### src/rtl/chwr_pkg.sv
package chwr_pkg;

  // Length of the arctangent table; more steps than this add nothing.
  localparam int ATAN_LEN = 24;

  typedef logic [4:0] step_idx_t;

  // Commands from the controller to the datapath, one strobe per phase.
  typedef struct packed {
    logic      load;
    logic      iter;
    logic      mul;
    logic      rnd;
    logic      finish;
    step_idx_t step;
  } cmd_t;

  // atan(2^-i) as a binary angle, one full turn is 2^32.
  function automatic logic [31:0] atan_turn(input step_idx_t idx);
    logic [31:0] v;
    unique case (idx)
      5'd0:    v = 32'h20000000;
      5'd1:    v = 32'h12E4051E;
      5'd2:    v = 32'h09FB385B;
      5'd3:    v = 32'h051111D4;
      5'd4:    v = 32'h028B0D43;
      5'd5:    v = 32'h0145D7E1;
      5'd6:    v = 32'h00A2F61E;
      5'd7:    v = 32'h00517C55;
      5'd8:    v = 32'h0028BE53;
      5'd9:    v = 32'h00145F2F;
      5'd10:   v = 32'h000A2F98;
      5'd11:   v = 32'h000517CC;
      5'd12:   v = 32'h00028BE6;
      5'd13:   v = 32'h000145F3;
      5'd14:   v = 32'h0000A2FA;
      5'd15:   v = 32'h0000517D;
      5'd16:   v = 32'h000028BE;
      5'd17:   v = 32'h0000145F;
      5'd18:   v = 32'h00000A30;
      5'd19:   v = 32'h00000518;
      5'd20:   v = 32'h0000028C;
      5'd21:   v = 32'h00000146;
      5'd22:   v = 32'h000000A3;
      5'd23:   v = 32'h00000051;
      default: v = 32'h00000000;
    endcase
    return v;
  endfunction

endpackage

### src/rtl/chwr_ctrl.sv
module chwr_ctrl #(
  parameter int CORDIC_STEPS = 16
) (
  input  logic          clk,
  input  logic          rst_n,
  input  logic          in_valid,
  output logic          in_stall,
  output logic          out_valid,
  input  logic          out_stall,
  output chwr_pkg::cmd_t cmd
);
  import chwr_pkg::*;

  localparam int NSTEPS = (CORDIC_STEPS > ATAN_LEN) ? ATAN_LEN : CORDIC_STEPS;
  localparam int STEP_W = $clog2(NSTEPS);

  localparam logic [2:0] S_IDLE = 3'd0;
  localparam logic [2:0] S_ITER = 3'd1;
  localparam logic [2:0] S_MUL  = 3'd2;
  localparam logic [2:0] S_RND  = 3'd3;
  localparam logic [2:0] S_FIN  = 3'd4;

  logic [2:0]        state_r, state_nxt;
  logic [STEP_W-1:0] step_r, step_nxt;
  logic              out_valid_r, out_valid_nxt;
  logic              out_free;

  assign out_free  = !out_valid_r || !out_stall;
  assign in_stall  = (state_r != S_IDLE);
  assign out_valid = out_valid_r;

  always_comb begin
    state_nxt     = state_r;
    step_nxt      = step_r;
    out_valid_nxt = out_valid_r && out_stall;
    cmd           = '0;
    cmd.step      = step_idx_t'(step_r);
    unique case (state_r)
      S_IDLE: begin
        if (in_valid) begin
          cmd.load  = 1'b1;
          step_nxt  = '0;
          state_nxt = S_ITER;
        end
      end
      S_ITER: begin
        cmd.iter = 1'b1;
        step_nxt = step_r + 1'b1;
        if (step_r == STEP_W'(NSTEPS - 1)) begin
          state_nxt = S_MUL;
        end
      end
      S_MUL: begin
        cmd.mul   = 1'b1;
        state_nxt = S_RND;
      end
      S_RND: begin
        cmd.rnd   = 1'b1;
        state_nxt = S_FIN;
      end
      S_FIN: begin
        // hold the result until the output register is free
        if (out_free) begin
          cmd.finish    = 1'b1;
          out_valid_nxt = 1'b1;
          state_nxt     = S_IDLE;
        end
      end
      default: begin
        state_nxt = S_IDLE;
      end
    endcase
  end

  always_ff @(posedge clk) begin
    if (!rst_n) begin
      state_r     <= S_IDLE;
      step_r      <= '0;
      out_valid_r <= 1'b0;
    end else begin
      state_r     <= state_nxt;
      step_r      <= step_nxt;
      out_valid_r <= out_valid_nxt;
    end
  end

  a_fin_free: assert property (@(posedge clk) disable iff (!rst_n)
    cmd.finish |-> (!out_valid_r || !out_stall))
    else $error("result written over an item not yet taken");

  a_accept_starts: assert property (@(posedge clk) disable iff (!rst_n)
    (in_valid && !in_stall) |=> (state_r == S_ITER && step_r == '0))
    else $error("accepted item did not start the rotations");

  a_out_drop: assert property (@(posedge clk) disable iff (!rst_n)
    $fell(out_valid_r) |-> $past(!out_stall))
    else $error("result dropped while stalled");

  a_iter_bound: assert property (@(posedge clk) disable iff (!rst_n)
    (state_r == S_ITER) |-> (step_r <= STEP_W'(NSTEPS - 1)))
    else $error("rotation count out of range");

endmodule

### src/rtl/chwr_dp.sv
module chwr_dp #(
  parameter int ANGLE_FRAC_BITS = 6
) (
  input  logic                clk,
  input  logic                rst_n,
  input  chwr_pkg::cmd_t      cmd,
  input  logic                operation,
  input  logic signed [15:0]  field_x,
  input  logic signed [15:0]  field_y,
  output logic [14:0]         raw_heading,
  output logic [14:0]         relative_heading
);
  import chwr_pkg::*;

  localparam int HW = 9 + ANGLE_FRAC_BITS;
  localparam int PW = 32 + HW;
  localparam logic [HW-1:0] FULL_TURN = HW'(360 << ANGLE_FRAC_BITS);

  logic signed [32:0] re_r, im_r, re_nxt, im_nxt;
  logic signed [32:0] sx_ext, sy_ext, dre, dim;
  logic [31:0]        z_r, z_nxt, atan_v;
  logic               zero_r, op_r;
  logic [PW-1:0]      prod_r;
  logic [PW:0]        rsum;
  logic [HW-1:0]      h, raw_nxt, raw_r, ref_r, ref_eff;
  logic [HW:0]        diff;
  logic [HW-1:0]      rel;
  logic [14:0]        out_raw_r, out_rel_r;

  assign sx_ext = 33'(field_x) <<< 14;
  assign sy_ext = 33'(field_y) <<< 14;
  assign dre    = im_r >>> cmd.step;
  assign dim    = re_r >>> cmd.step;
  assign atan_v = atan_turn(cmd.step);

  always_comb begin
    if (cmd.load) begin
      // fold the left half plane over by half a turn
      if (field_y < 0) begin
        re_nxt = -sy_ext;
        im_nxt = -sx_ext;
        z_nxt  = 32'h80000000;
      end else begin
        re_nxt = sy_ext;
        im_nxt = sx_ext;
        z_nxt  = 32'h0;
      end
    end else if (im_r > 0) begin
      re_nxt = re_r + dre;
      im_nxt = im_r - dim;
      z_nxt  = z_r + atan_v;
    end else begin
      re_nxt = re_r - dre;
      im_nxt = im_r + dim;
      z_nxt  = z_r - atan_v;
    end
  end

  // round the binary angle to heading units; a full turn wraps to zero
  assign rsum    = {1'b0, prod_r} + (PW+1)'(33'h080000000);
  assign h       = rsum[PW-1:32];
  assign raw_nxt = (zero_r || h >= FULL_TURN) ? '0 : h;

  assign ref_eff = op_r ? raw_r : ref_r;
  assign diff    = {1'b0, ref_eff} - {1'b0, raw_r};
  assign rel     = diff[HW] ? (diff[HW-1:0] + FULL_TURN) : diff[HW-1:0];

  always_ff @(posedge clk) begin
    if (cmd.load || cmd.iter) begin
      re_r <= re_nxt;
      im_r <= im_nxt;
      z_r  <= z_nxt;
    end
    if (cmd.load) begin
      zero_r <= (field_x == 16'sd0) && (field_y == 16'sd0);
      op_r   <= operation;
    end
    if (cmd.mul) begin
      prod_r <= PW'(z_r) * PW'(FULL_TURN);
    end
    if (cmd.rnd) begin
      raw_r <= raw_nxt;
    end
    if (cmd.finish) begin
      out_raw_r <= 15'(raw_r);
      out_rel_r <= 15'(rel);
    end
  end

  always_ff @(posedge clk) begin
    if (!rst_n) begin
      ref_r <= '0;
    end else if (cmd.finish) begin
      ref_r <= ref_eff;
    end
  end

  assign raw_heading      = out_raw_r;
  assign relative_heading = out_rel_r;

endmodule

### src/rtl/compass_heading_with_reference_top.sv
// Compass heading from one two-axis magnetometer sample per item. The raw
// heading is atan2(field_x, field_y) wrapped to [0, 360) degrees in unsigned
// fixed point with ANGLE_FRAC_BITS fraction bits (1/64 degree by default,
// within one LSB of exact); a zero vector reads as 0. The relative heading
// is reference minus raw, wrapped to [0, 360). With operation set, the
// reference first takes this sample's raw heading, so its relative heading
// is 0; reset puts the reference at 0 (magnetic north). Both outputs carry
// the low 15 bits of the heading. One item is worked at a time; from
// acceptance until the block can take the next one, an item passes
// through the load of the sample, min(CORDIC_STEPS, 24) steps of the
// single CORDIC rotation unit, then the turn-to-degree multiply, the
// rounding and the reference update. The result sits in an output
// register, so a new item is accepted while the previous result still
// waits; a stalled output only holds the final step.
module compass_heading_with_reference_top #(
  parameter int ANGLE_FRAC_BITS = 6,
  parameter int CORDIC_STEPS    = 16
) (
  input  logic               clk,
  input  logic               rst_n,
  input  logic               in_valid,
  output logic               in_stall,
  input  logic               in_operation,
  input  logic signed [15:0] in_field_x,
  input  logic signed [15:0] in_field_y,
  output logic               out_valid,
  input  logic               out_stall,
  output logic [14:0]        out_raw_heading,
  output logic [14:0]        out_relative_heading
);
  import chwr_pkg::*;

  cmd_t cmd;

  // sequence the load, rotations, scaling and writeback
  chwr_ctrl #(
    .CORDIC_STEPS(CORDIC_STEPS)
  ) u_ctrl (
    .clk      (clk),
    .rst_n    (rst_n),
    .in_valid (in_valid),
    .in_stall (in_stall),
    .out_valid(out_valid),
    .out_stall(out_stall),
    .cmd      (cmd)
  );

  // rotate, scale to heading units and hold the reference
  chwr_dp #(
    .ANGLE_FRAC_BITS(ANGLE_FRAC_BITS)
  ) u_dp (
    .clk             (clk),
    .rst_n           (rst_n),
    .cmd             (cmd),
    .operation       (in_operation),
    .field_x         (in_field_x),
    .field_y         (in_field_y),
    .raw_heading     (out_raw_heading),
    .relative_heading(out_relative_heading)
  );

endmodule
### config.mk
export PLATFORM = sky130hd
export DESIGN_NAME = compass_heading_with_reference_top
export DESIGN_NICKNAME = d
export VERILOG_FILES = /design/src/rtl/chwr_pkg.sv /design/src/rtl/chwr_ctrl.sv /design/src/rtl/chwr_dp.sv /design/src/rtl/compass_heading_with_reference_top.sv
export SDC_FILE = /design/constraint.sdc
export NUM_CORES = 1
export LEC_CHECK = 0
export BUFFER_PORTS_ARGS = -buffer_cell sky130_fd_sc_hd__buf_2
export CAP_MARGIN = 0
export CORE_MARGIN = 4
export CORE_UTILIZATION = 55
export CTS_CLUSTER_DIAMETER = 50
export DETAILED_ROUTE_END_ITERATION = 8
export PLACE_DENSITY = 0.76
export REMOVE_ABC_BUFFERS = 1
export SYNTH_ARGS = -nofsm -noshare
export SYNTH_HDL_FRONTEND = slang
export SYNTH_SLANG_ARGS = --single-unit
### constraint.sdc
create_clock -name clk -period 19.5 [get_ports clk]
set_clock_uncertainty 0.05 [all_clocks]
set_input_delay 0 -clock clk [delete_from_list [all_inputs] [get_ports clk]]
set_output_delay 0 -clock clk [all_outputs]
set_load 0.03 [all_outputs]
==> results of run 1 <==
## kinds of logic (layout without fill, tap and decap cells)
| family | after synthesis | count (layout) | share of synthesized area (%) |
|---|---|---|---|
| AO/OA/AOI/OAI | 607 | 607 | 16.74 |
| adder cells (fa/ha/maj) | 258 | 258 | 16.05 |
| flip-flops | 214 | 214 | 25.67 |
| XOR/XNOR | 233 | 233 | 8.887 |
| buffers and inverters | 283 | 382 | 4.991 |
| multiplexers | 182 | 182 | 11.63 |
| AND/OR/NAND/NOR | 746 | 746 | 16.03 |
## cell type report
class | instances | area [sq um]
Inverter | 190 | 715.7
Multi-Input combinational cell | 2026 | 15950
Sequential cell | 214 | 5906
Timing Repair Buffer | 129 | 915.9
Clock buffer | 43 | 999.7
Tap cell | 532 | 665.6
Fill cell | 3387 | 15630
Clock inverter | 20 | 227.7
## sequential cells by signal (all words and copies together), names as in the netlist
register,cells
u_ctrl.step_r,4
u_dp.relative_heading,15
u_dp.raw_heading,15
u_dp.re_r,33
u_dp.op_r,1
u_dp.zero_r,1
u_dp.prod_r,16
u_dp.raw_r,15
u_dp.atan_v,30
u_dp.ref_r,15
u_dp.z_r,32
u_ctrl.out_valid,1
u_dp.im_r,33
u_ctrl.state_r,3
## synth_stat cells, drive strengths merged (7+ instances only)
master and instances:
xnor2 123, mux4 63, a21o 54, and3 29, a31oi 29, ha 197
nor4 22, inv 188, or4 15, or2 7, mux2i 86, a22oi 8
nor3 42, o211ai 11, and4 8, o21bai 11, dfxtp 53, a21boi 13
mux2 33, or3 17, nand2b 29, buf 41, fa 61, o31ai 29
nor3b 9, o21a 19, xor2 110, edfxtp 161, and2 26, nor2 193
nand3 57, o21ai 161, a21oi 166, a211o 8, nand4 16, a211oi 19
clkbuf 52, o41ai 14, nand2 214, nor2b 43
## layer usage
| layer | wire length, microns | up-vias | GRT usage (%) |
|---|---|---|---|
| met5 | 11 | - | 0 |
| met4 | 3074 | 2 | 12.66 |
| met3 | 3926 | 216 | 4.176 |
| met2 | 31970 | 762 | 50.14 |
| met1 | 24330 | 9465 | 32.24 |
| li1 | - | 9375 | - |
## through the flow
step	worst slack (ns)	area, sq um	instances	util, %
after floorplan	10.59	22530	2430	-
after global placement	12.00	23690	3044	57.75
after detailed placement	11.83	23690	3044	57.75
after CTS	11.80	25380	3154	61.89
after global routing	11.15	25380	3154	61.89
final	11.60	25380	3154	61.89
## timing repair
item | in CTS | in global routing
hold buffers | 47 | 0
setup buffers | 0 | 0
hold endpoints to repair | 73 | 0
## how the worst max path moves through the flow
stage                     cells past startpoint                 endpoint  slack [ns]                     startpoint
final                                        22  u_dp.im_r[32]$_DFFE_PP_       11.60  u_ctrl.step_r[0]$_SDFFE_PN0P_
after detailed placement                     22  u_dp.im_r[32]$_DFFE_PP_       11.83  u_ctrl.step_r[0]$_SDFFE_PN0P_
after floorplan                              21  u_dp.im_r[32]$_DFFE_PP_       10.59  u_ctrl.step_r[0]$_SDFFE_PN0P_
after global routing                         23  u_dp.im_r[31]$_DFFE_PP_       11.15  u_ctrl.step_r[0]$_SDFFE_PN0P_
after CTS                                    22  u_dp.im_r[32]$_DFFE_PP_       11.80  u_ctrl.step_r[0]$_SDFFE_PN0P_
after global placement                       22  u_dp.im_r[32]$_DFFE_PP_       12.00  u_ctrl.step_r[0]$_SDFFE_PN0P_
==> impl.org, run 1 <==
** Min path
- The path with the worst hold slack has its endpoint at u_dp.op_r$_DFFE_PP_.
- Kind of path behind the tightest hold check :: input port to flip-flop
- The worst hold path begins at in_operation.
- The worst hold path passes through 2 cells.

** Synth
- Post-Synthesis Cell Area :: 22960 sq um
- The average instance in the mapped netlist occupies 9.102 sq um.
- Counting flops with a built-in enable in the synthesized netlist gives 161.
- Primary FF master, synth :: sky130_fd_sc_hd__edfxtp_1
- Ranked by total cell area, the synthesized netlist is headed by sky130_fd_sc_hd__edfxtp_1 (21%), sky130_fd_sc_hd__ha_1 (11%), sky130_fd_sc_hd__mux4_2 (5.7%).
- Yosys Warn Count :: 0
- In this run the biggest area consumer among cell types represents 21.05% of the synthesized area.
- Cell count after synthesis :: 2523
- The synthesized design spends more area on one cell type than any other, namely sky130_fd_sc_hd__edfxtp_1.
- Share of synthesized area occupied by flip-flops and latches :: 25.67%
- Async SR Flop Fraction :: 0%
- Post-synthesis register bit count :: 214
- In this run, distinct cell masters in the synthesized netlist total 92.

** STA
- Counting I/O delays and the setup requirement, the final critical path takes 7.900 ns.
- Static timing analysis puts the maximum clock frequency at 0.1266 GHz.
- The final max-slew violation count came to 0.
- Count of endpoints failing setup in the final report :: 0
- For the pin with the worst max-slew slack, the measured transition is 1.153 ns.
- The total count of hold-check failures in the final report was 0.
- The worst pin sits at a relative slew slack of 23.08%.
- Setup TNS :: 0 ns
- After layout, the worst path uses 40.51% of the clock period.
- Worst hold slack after final layout :: 0.1343 ns
- Setup repair after global routing left no endpoint under its margin.

** Drt
- Wires add up to 63300 microns.
- The first routing iteration left 1701 violations.
- In the routed design, unresolved DRC markers number 0.
- Once detail routing completed, the nets flagged for antenna violations numbered 0.
- WL per Instance :: 20.07 microns
- Via count :: 19820
- Detailed-router iteration count before antenna repair :: 6
- Via density per instance :: 6.284

** Setup path
- The critical path goes through buf_4 -> mux4_2 -> nand2_1 -> o21ai_0 -> o21ai_0 -> ha_1 -> inv_1 -> o32ai_1 -> nor2b_1 -> nand3_1 -> nor3_1 -> a21oi_1 -> xnor2_1 -> ha_1 -> nand4_1 -> or2_2 -> nor4b_1 -> nor4_1 -> o41ai_1 -> a31oi_1 -> xor2_1 -> o21ai_1.
- CP startpoint kind :: flip-flop
- On the critical path, the stage with the largest delay is an instance of sky130_fd_sc_hd__buf_4.
- Kind of cell adding the most delay to the critical path :: simple AND/OR/NAND/NOR gates
- For the worst setup path, the data required time is 19.72 ns.
- In this design, the stage delay of the slowest critical-path cell is 0.88 ns.
- Number of buffer and inverter instances along the worst setup path :: 2
- For flop-to-flop paths, the worst setup slack is 11.60 ns.
- STA classifies the critical path endpoint as a flip-flop.
- Critical path start-end classification :: flip-flop to flip-flop
- In this run the critical register-to-register path is launched from u_ctrl.step_r[0]$_SDFFE_PN0P_.
- Data on the critical path arrives at its endpoint at 8.12 ns.
- Number of cell instances on the worst register-to-register path :: 22
- The worst register-to-register path ends at u_dp.im_r[32]$_DFFE_PP_.
- Biggest fanout along the worst timing path :: 68

** Floorplan
- 69 I/O pins were placed.
- Measured along the x axis, the die boundary spans 212.3 microns.
- The initialized floorplan defines 74 standard-cell rows.
- Measured along the y axis, the die boundary spans 212.3 microns.
- Core Box Area :: 41020 sq um
- Effective utilization at floorplan :: 55.98%
- The die covers 45080 sq um.

** Clock tree
- Clock tree synthesis found a total of 214 sinks.
- Clock buffers created by TritonCTS :: 35
- The H-tree generated during clock tree synthesis spans 2 levels.
- Clock tree from TritonCTS :: built
- Clk pin slew, worst setup/hold paths :: 0.05 ns
- Buffer depth of the longest clock path :: 3
- # resized after CTS :: 0
- Worst skew pair latency :: 0.56 ns
- The root buffer cell chosen for the clock tree is sky130_fd_sc_hd__clkbuf_16.

** GRT
- The number of global-route vias before repair is 19670.
- GR Overflow Total :: 0
- The first global-routing pass estimated 101300 microns of wire.
- The number of antenna violations at the first check in global routing came to 1.
- Global Route Usage Sum :: 27.66%
- Entering global routing, the biggest net connects 82 pins.

** Cells and area
- Of the cells placed in the final design, the portion with a size suffix greater than 1 is 10.34%.
- The library cell used most frequently in the layout, excluding fill and tap cells, is sky130_fd_sc_hd__nand2_1.
- Relative to the synthesized area, the layout overhead comes to 10.54%.
- At the end of the flow, the number of nets in the layout was 2891.
- Leaving out fill and tap cells, the most frequent cells in the layout are sky130_fd_sc_hd__nand2_1 (212), sky130_fd_sc_hd__ha_1 (197), sky130_fd_sc_hd__nor2_1 (190).
- Diodes inserted :: 0

** Outcome
- The flow ran to the end, and the final reports show no timing, DRC or antenna violations.

** Placed design
- Estimated wirelength of the detail-placed design :: 47470 microns
- IO Port Bufs :: 68
- RD Place Congestion :: 0.9608

** Flow run
- The tool flagged a number of max-cap violations equal to 0.
Power of run 1 is not shown: default switching activity piles up to over one toggle a cycle in this logic, so the estimate is an artifact.
==> inputs of run 2 (changes only) <==
==> constraint.sdc (replaced) <==
create_clock -name clk -period 7.69 [get_ports clk]
set_clock_uncertainty 0.05 [all_clocks]
set_input_delay 0 -clock clk [delete_from_list [all_inputs] [get_ports clk]]
set_output_delay 0 -clock clk [all_outputs]
set_load 0.03 [all_outputs]
==> run 2 against run 1 <==
Largest cell class unchanged. Wire length shrank 1.5%. Critical path type unchanged. Non-clock buffer count grew 11. Count of clock-buffer cells in the layout shrank 1.
==> impl.org, run 2 (synthesized netlist as in run 1, its figures left out) <==
** Min path
- Worst hold start :: in_operation
- Hold-critical path endpoint :: u_dp.op_r$_DFFE_PP_
- WHS Path Cells :: 2 (unchanged)
- The worst hold path belongs to the class input port to flip-flop.

** Cells and area
- The largest registers in the layout are u_dp.im_r: 33 flops, u_dp.re_r: 33 flops, u_dp.z_r: 32 flops.
- Total of fill cells in the finished design :: 3401 (+0.41%)
- Most common library cell in the layout ignoring fill and taps :: sky130_fd_sc_hd__nand2_1
- Compared with the post-synthesis result, the final layout area differs by 10.12%.
- Register cell area after layout :: 5906 sq um (unchanged)
- Diodes inserted :: 0 (unchanged)
- The top cell types in the final layout, fill and taps aside, are sky130_fd_sc_hd__nand2_1 (212), sky130_fd_sc_hd__ha_1 (197), sky130_fd_sc_hd__nor2_1 (190).
- Fraction of final layout cells sized beyond drive strength 1 :: 10.24% (-0.10 points)
- The total area of multi-input combinational cells is 15950 sq um (unchanged).
- Number of nets in the layout :: 2898 (+0.24%)

** Setup path
- Critical path start-end classification :: flip-flop to flip-flop
- Biggest fanout along the worst timing path :: 44 (-35%)
- Number of cell instances on the worst register-to-register path :: 20 (-9.1%)
- Register-to-register setup slack :: 0.55 ns (-11.05 ns)
- Traced cell by cell, the critical path runs through buf_4 -> mux4_1 -> mux4_1 -> or4_4 -> nor4_4 -> and2_1 -> a21oi_1 -> xor2_1 -> ha_1 -> a21oi_1 -> o21a_1 -> nand2_1 -> nand3_1 -> a31oi_1 -> o41ai_1 -> o31a_1 -> o211ai_1 -> xnor2_1 -> o22ai_1 -> dlygate4sd3_1.
- The maximum single-stage delay on the critical path was 0.74 ns (-0.14 ns).
- Startpoint of the lowest-slack register-to-register path :: u_ctrl.step_r[0]$_SDFFE_PN0P_
- The worst setup path is captured at a flip-flop.
- The required arrival time at the worst endpoint is 7.99 ns (-11.73 ns).
- Critical-path top delay cell :: sky130_fd_sc_hd__dfxtp_4
- On the critical path the largest part of the delay comes from compound AO/OA/AOI/OAI gates.
- The total buffers and inverters traversed by the critical path came to 2 (unchanged).
- CP startpoint kind :: flip-flop
- End of the worst register-to-register path :: u_dp.re_r[29]$_DFFE_PP_
- The signal arrival time at the worst endpoint is 7.44 ns (-0.68 ns).

** Clock tree
- Buffer depth of the longest clock path :: 3 (unchanged)
- Number of clock sinks :: 214 (unchanged)
- Clock tree from TritonCTS :: built
- Clk pin slew, worst setup/hold paths :: 0.06 ns (about the same)
- Count of buffers added by post-CTS timing repair for setup :: 0 (unchanged)
- The tree is rooted in a sky130_fd_sc_hd__clkbuf_16.
- The number of clock buffers inserted by TritonCTS came to 31 (-11%).
- The clock network latency to the later pin of the worst-skew pair came to 0.61 ns (+0.05 ns).
- The count of H-tree levels built during CTS is 1 (-1).

** STA
- The achievable frequency came to 0.1400 GHz (+11%).
- The final critical delay including setup and external delays is 7.143 ns (-0.7563 ns).
- Headroom to the max-slew limit :: 40.84% (+18 points)
- The final number of setup-violating endpoints was 0 (unchanged).
- The post-route clock period utilization was 92.89% (+52 points).
- Setup TNS :: 0 ns (unchanged)
- The final worst hold slack came to 0.1237 ns (-0.01059 ns).
- Final Hold Fails :: 0 (unchanged)
- The final max-slew violation count is 0 (unchanged).
- Setup repair after global routing left no endpoint under its margin.
- Slew at the pin with the worst max-slew slack :: 0.8793 ns (-0.2738 ns)

** Floorplan
- The number of core rows came to 74 (unchanged).
- Die area :: 45080 sq um (unchanged)
- The height of the die came to 212.3 microns (unchanged).
- The area of the core was 41020 sq um (unchanged).
- The effective utilization at floorplan came to 55.98% (unchanged).
- The width of the die was 212.3 microns (unchanged).
- Number of placed I/O pins :: 69 (unchanged)

** Drt
- Detailed-router iteration count before antenna repair :: 7 (+1)
- The count of antenna-violating nets left after detailed routing was 0 (unchanged).
- The initial detailed-routing violation count is 1616 (-5.0%).
- The wire length reported by the detailed router is 62330 microns (-1.5%).
- The residual DRC count was 0 (unchanged).
- Via density per instance :: 6.284 (about the same)
- The count of vias placed by the detailed router came to 19860 (+0.19%).
- WL per Instance :: 19.73 microns (-1.7%)

** Placed design
- RD Place Congestion :: 0.9662 (+0.56%)
- IO Port Bufs :: 68 (unchanged)
- The HPWL reported at the end of detailed placement was 47600 microns (+0.28%).

** GRT
- Global Route Usage Sum :: 27.06% (-0.60 points)
- Wire length of the first global-routing pass :: 100100 microns (-1.2%)
- The number of antenna violations at the first check in global routing came to 1 (unchanged).
- The number of global-route vias before repair was 19620 (-0.24%).
- The overall overflow remaining after global route is 0 (unchanged).
- Pin count of the biggest net entering global routing :: 58 (-29%)

** Flow run
- Number of max-cap violations :: 0 (unchanged)

** Outcome
- Run status :: completed
run 2: what timing repair did:
item / in CTS / in global routing
resized for setup: 0 / 0
endpoints found under the setup margin: 0 / 0
endpoints found under the hold margin: 69 / 0
hold buffers: 51 / 0
run 2: worst max path at each step:
| stage | from | to | slack, ns | cells past startpoint |
|---|---|---|---|---|
| 6_report | u_ctrl.step_r[0]$_SDFFE_PN0P_ | u_dp.re_r[29]$_DFFE_PP_ | 0.55 | 20 |
| 5_1_grt | u_ctrl.step_r[0]$_SDFFE_PN0P_ | u_dp.re_r[29]$_DFFE_PP_ | 0.24 | 20 |
| 4_1_cts | u_ctrl.step_r[0]$_SDFFE_PN0P_ | u_dp.re_r[29]$_DFFE_PP_ | 0.67 | 20 |
| 3_5_place_dp | u_ctrl.step_r[0]$_SDFFE_PN0P_ | u_dp.re_r[32]$_DFFE_PP_ | 0.88 | 19 |
| 3_3_place_gp | u_ctrl.step_r[0]$_SDFFE_PN0P_ | u_dp.re_r[32]$_DFFE_PP_ | 1.03 | 19 |
| 2_1_floorplan | u_ctrl.step_r[0]$_SDFFE_PN0P_ | u_dp.im_r[32]$_DFFE_PP_ | -1.22 | 21 |
run 2: routing by layer:
layer  up-vias  global-route usage, %  share of wire [%]
met5         -                      0              0.021
met4         2                  11.08                4.9
met3       202                  3.512                5.2
met2       706                  49.94                 51
met1      9573                  31.70                 39
li1       9375                      -                  -
run 2: layout make-up:
cell class | instances | area share [%]
Sequential cell | 214 | 23.35
Clock buffer | 42 | 3.562
Clock inverter | 16 | 0.5443
Multi-Input combinational cell | 2026 | 63.09
Tap cell | 532 | 2.632
Timing Repair Buffer | 140 | 3.988
Inverter | 190 | 2.830
run 2: worst register-to-register path: stages, from the launching register on:
cell                            delay (ns)
sky130_fd_sc_hd__dfxtp_4              0.74
sky130_fd_sc_hd__buf_4                0.60
sky130_fd_sc_hd__mux4_1               0.69
sky130_fd_sc_hd__mux4_1               0.59
sky130_fd_sc_hd__or4_4                0.57
sky130_fd_sc_hd__nor4_4               0.27
sky130_fd_sc_hd__and2_1               0.21
sky130_fd_sc_hd__a21oi_1              0.08
sky130_fd_sc_hd__xor2_1               0.19
sky130_fd_sc_hd__ha_1                 0.37
sky130_fd_sc_hd__a21oi_1              0.17
sky130_fd_sc_hd__o21a_1               0.17
sky130_fd_sc_hd__nand2_1              0.06
sky130_fd_sc_hd__nand3_1              0.08
sky130_fd_sc_hd__a31oi_1              0.07
sky130_fd_sc_hd__o41ai_1              0.62
sky130_fd_sc_hd__o31a_1               0.30
sky130_fd_sc_hd__o211ai_1             0.15
sky130_fd_sc_hd__xnor2_1              0.20
sky130_fd_sc_hd__o22ai_1              0.12
sky130_fd_sc_hd__dlygate4sd3_1        0.59
run 2: metrics by stage:
| stage | area [sq um] | setup slack (ns) | cells | utilization (%) |
|---|---|---|---|---|
| final | 25290 | 0.5468 | 3160 | 61.65 |
| after global routing | 25290 | 0.2382 | 3160 | 61.65 |
| after CTS | 25290 | 0.6689 | 3160 | 61.65 |
| after detailed placement | 23740 | 0.8767 | 3051 | 57.88 |
| after global placement | 23740 | 1.034 | 3051 | 57.88 |
| after floorplan | 22530 | -1.222 | 2430 | - |
Power of run 2 is left out for the same reason.
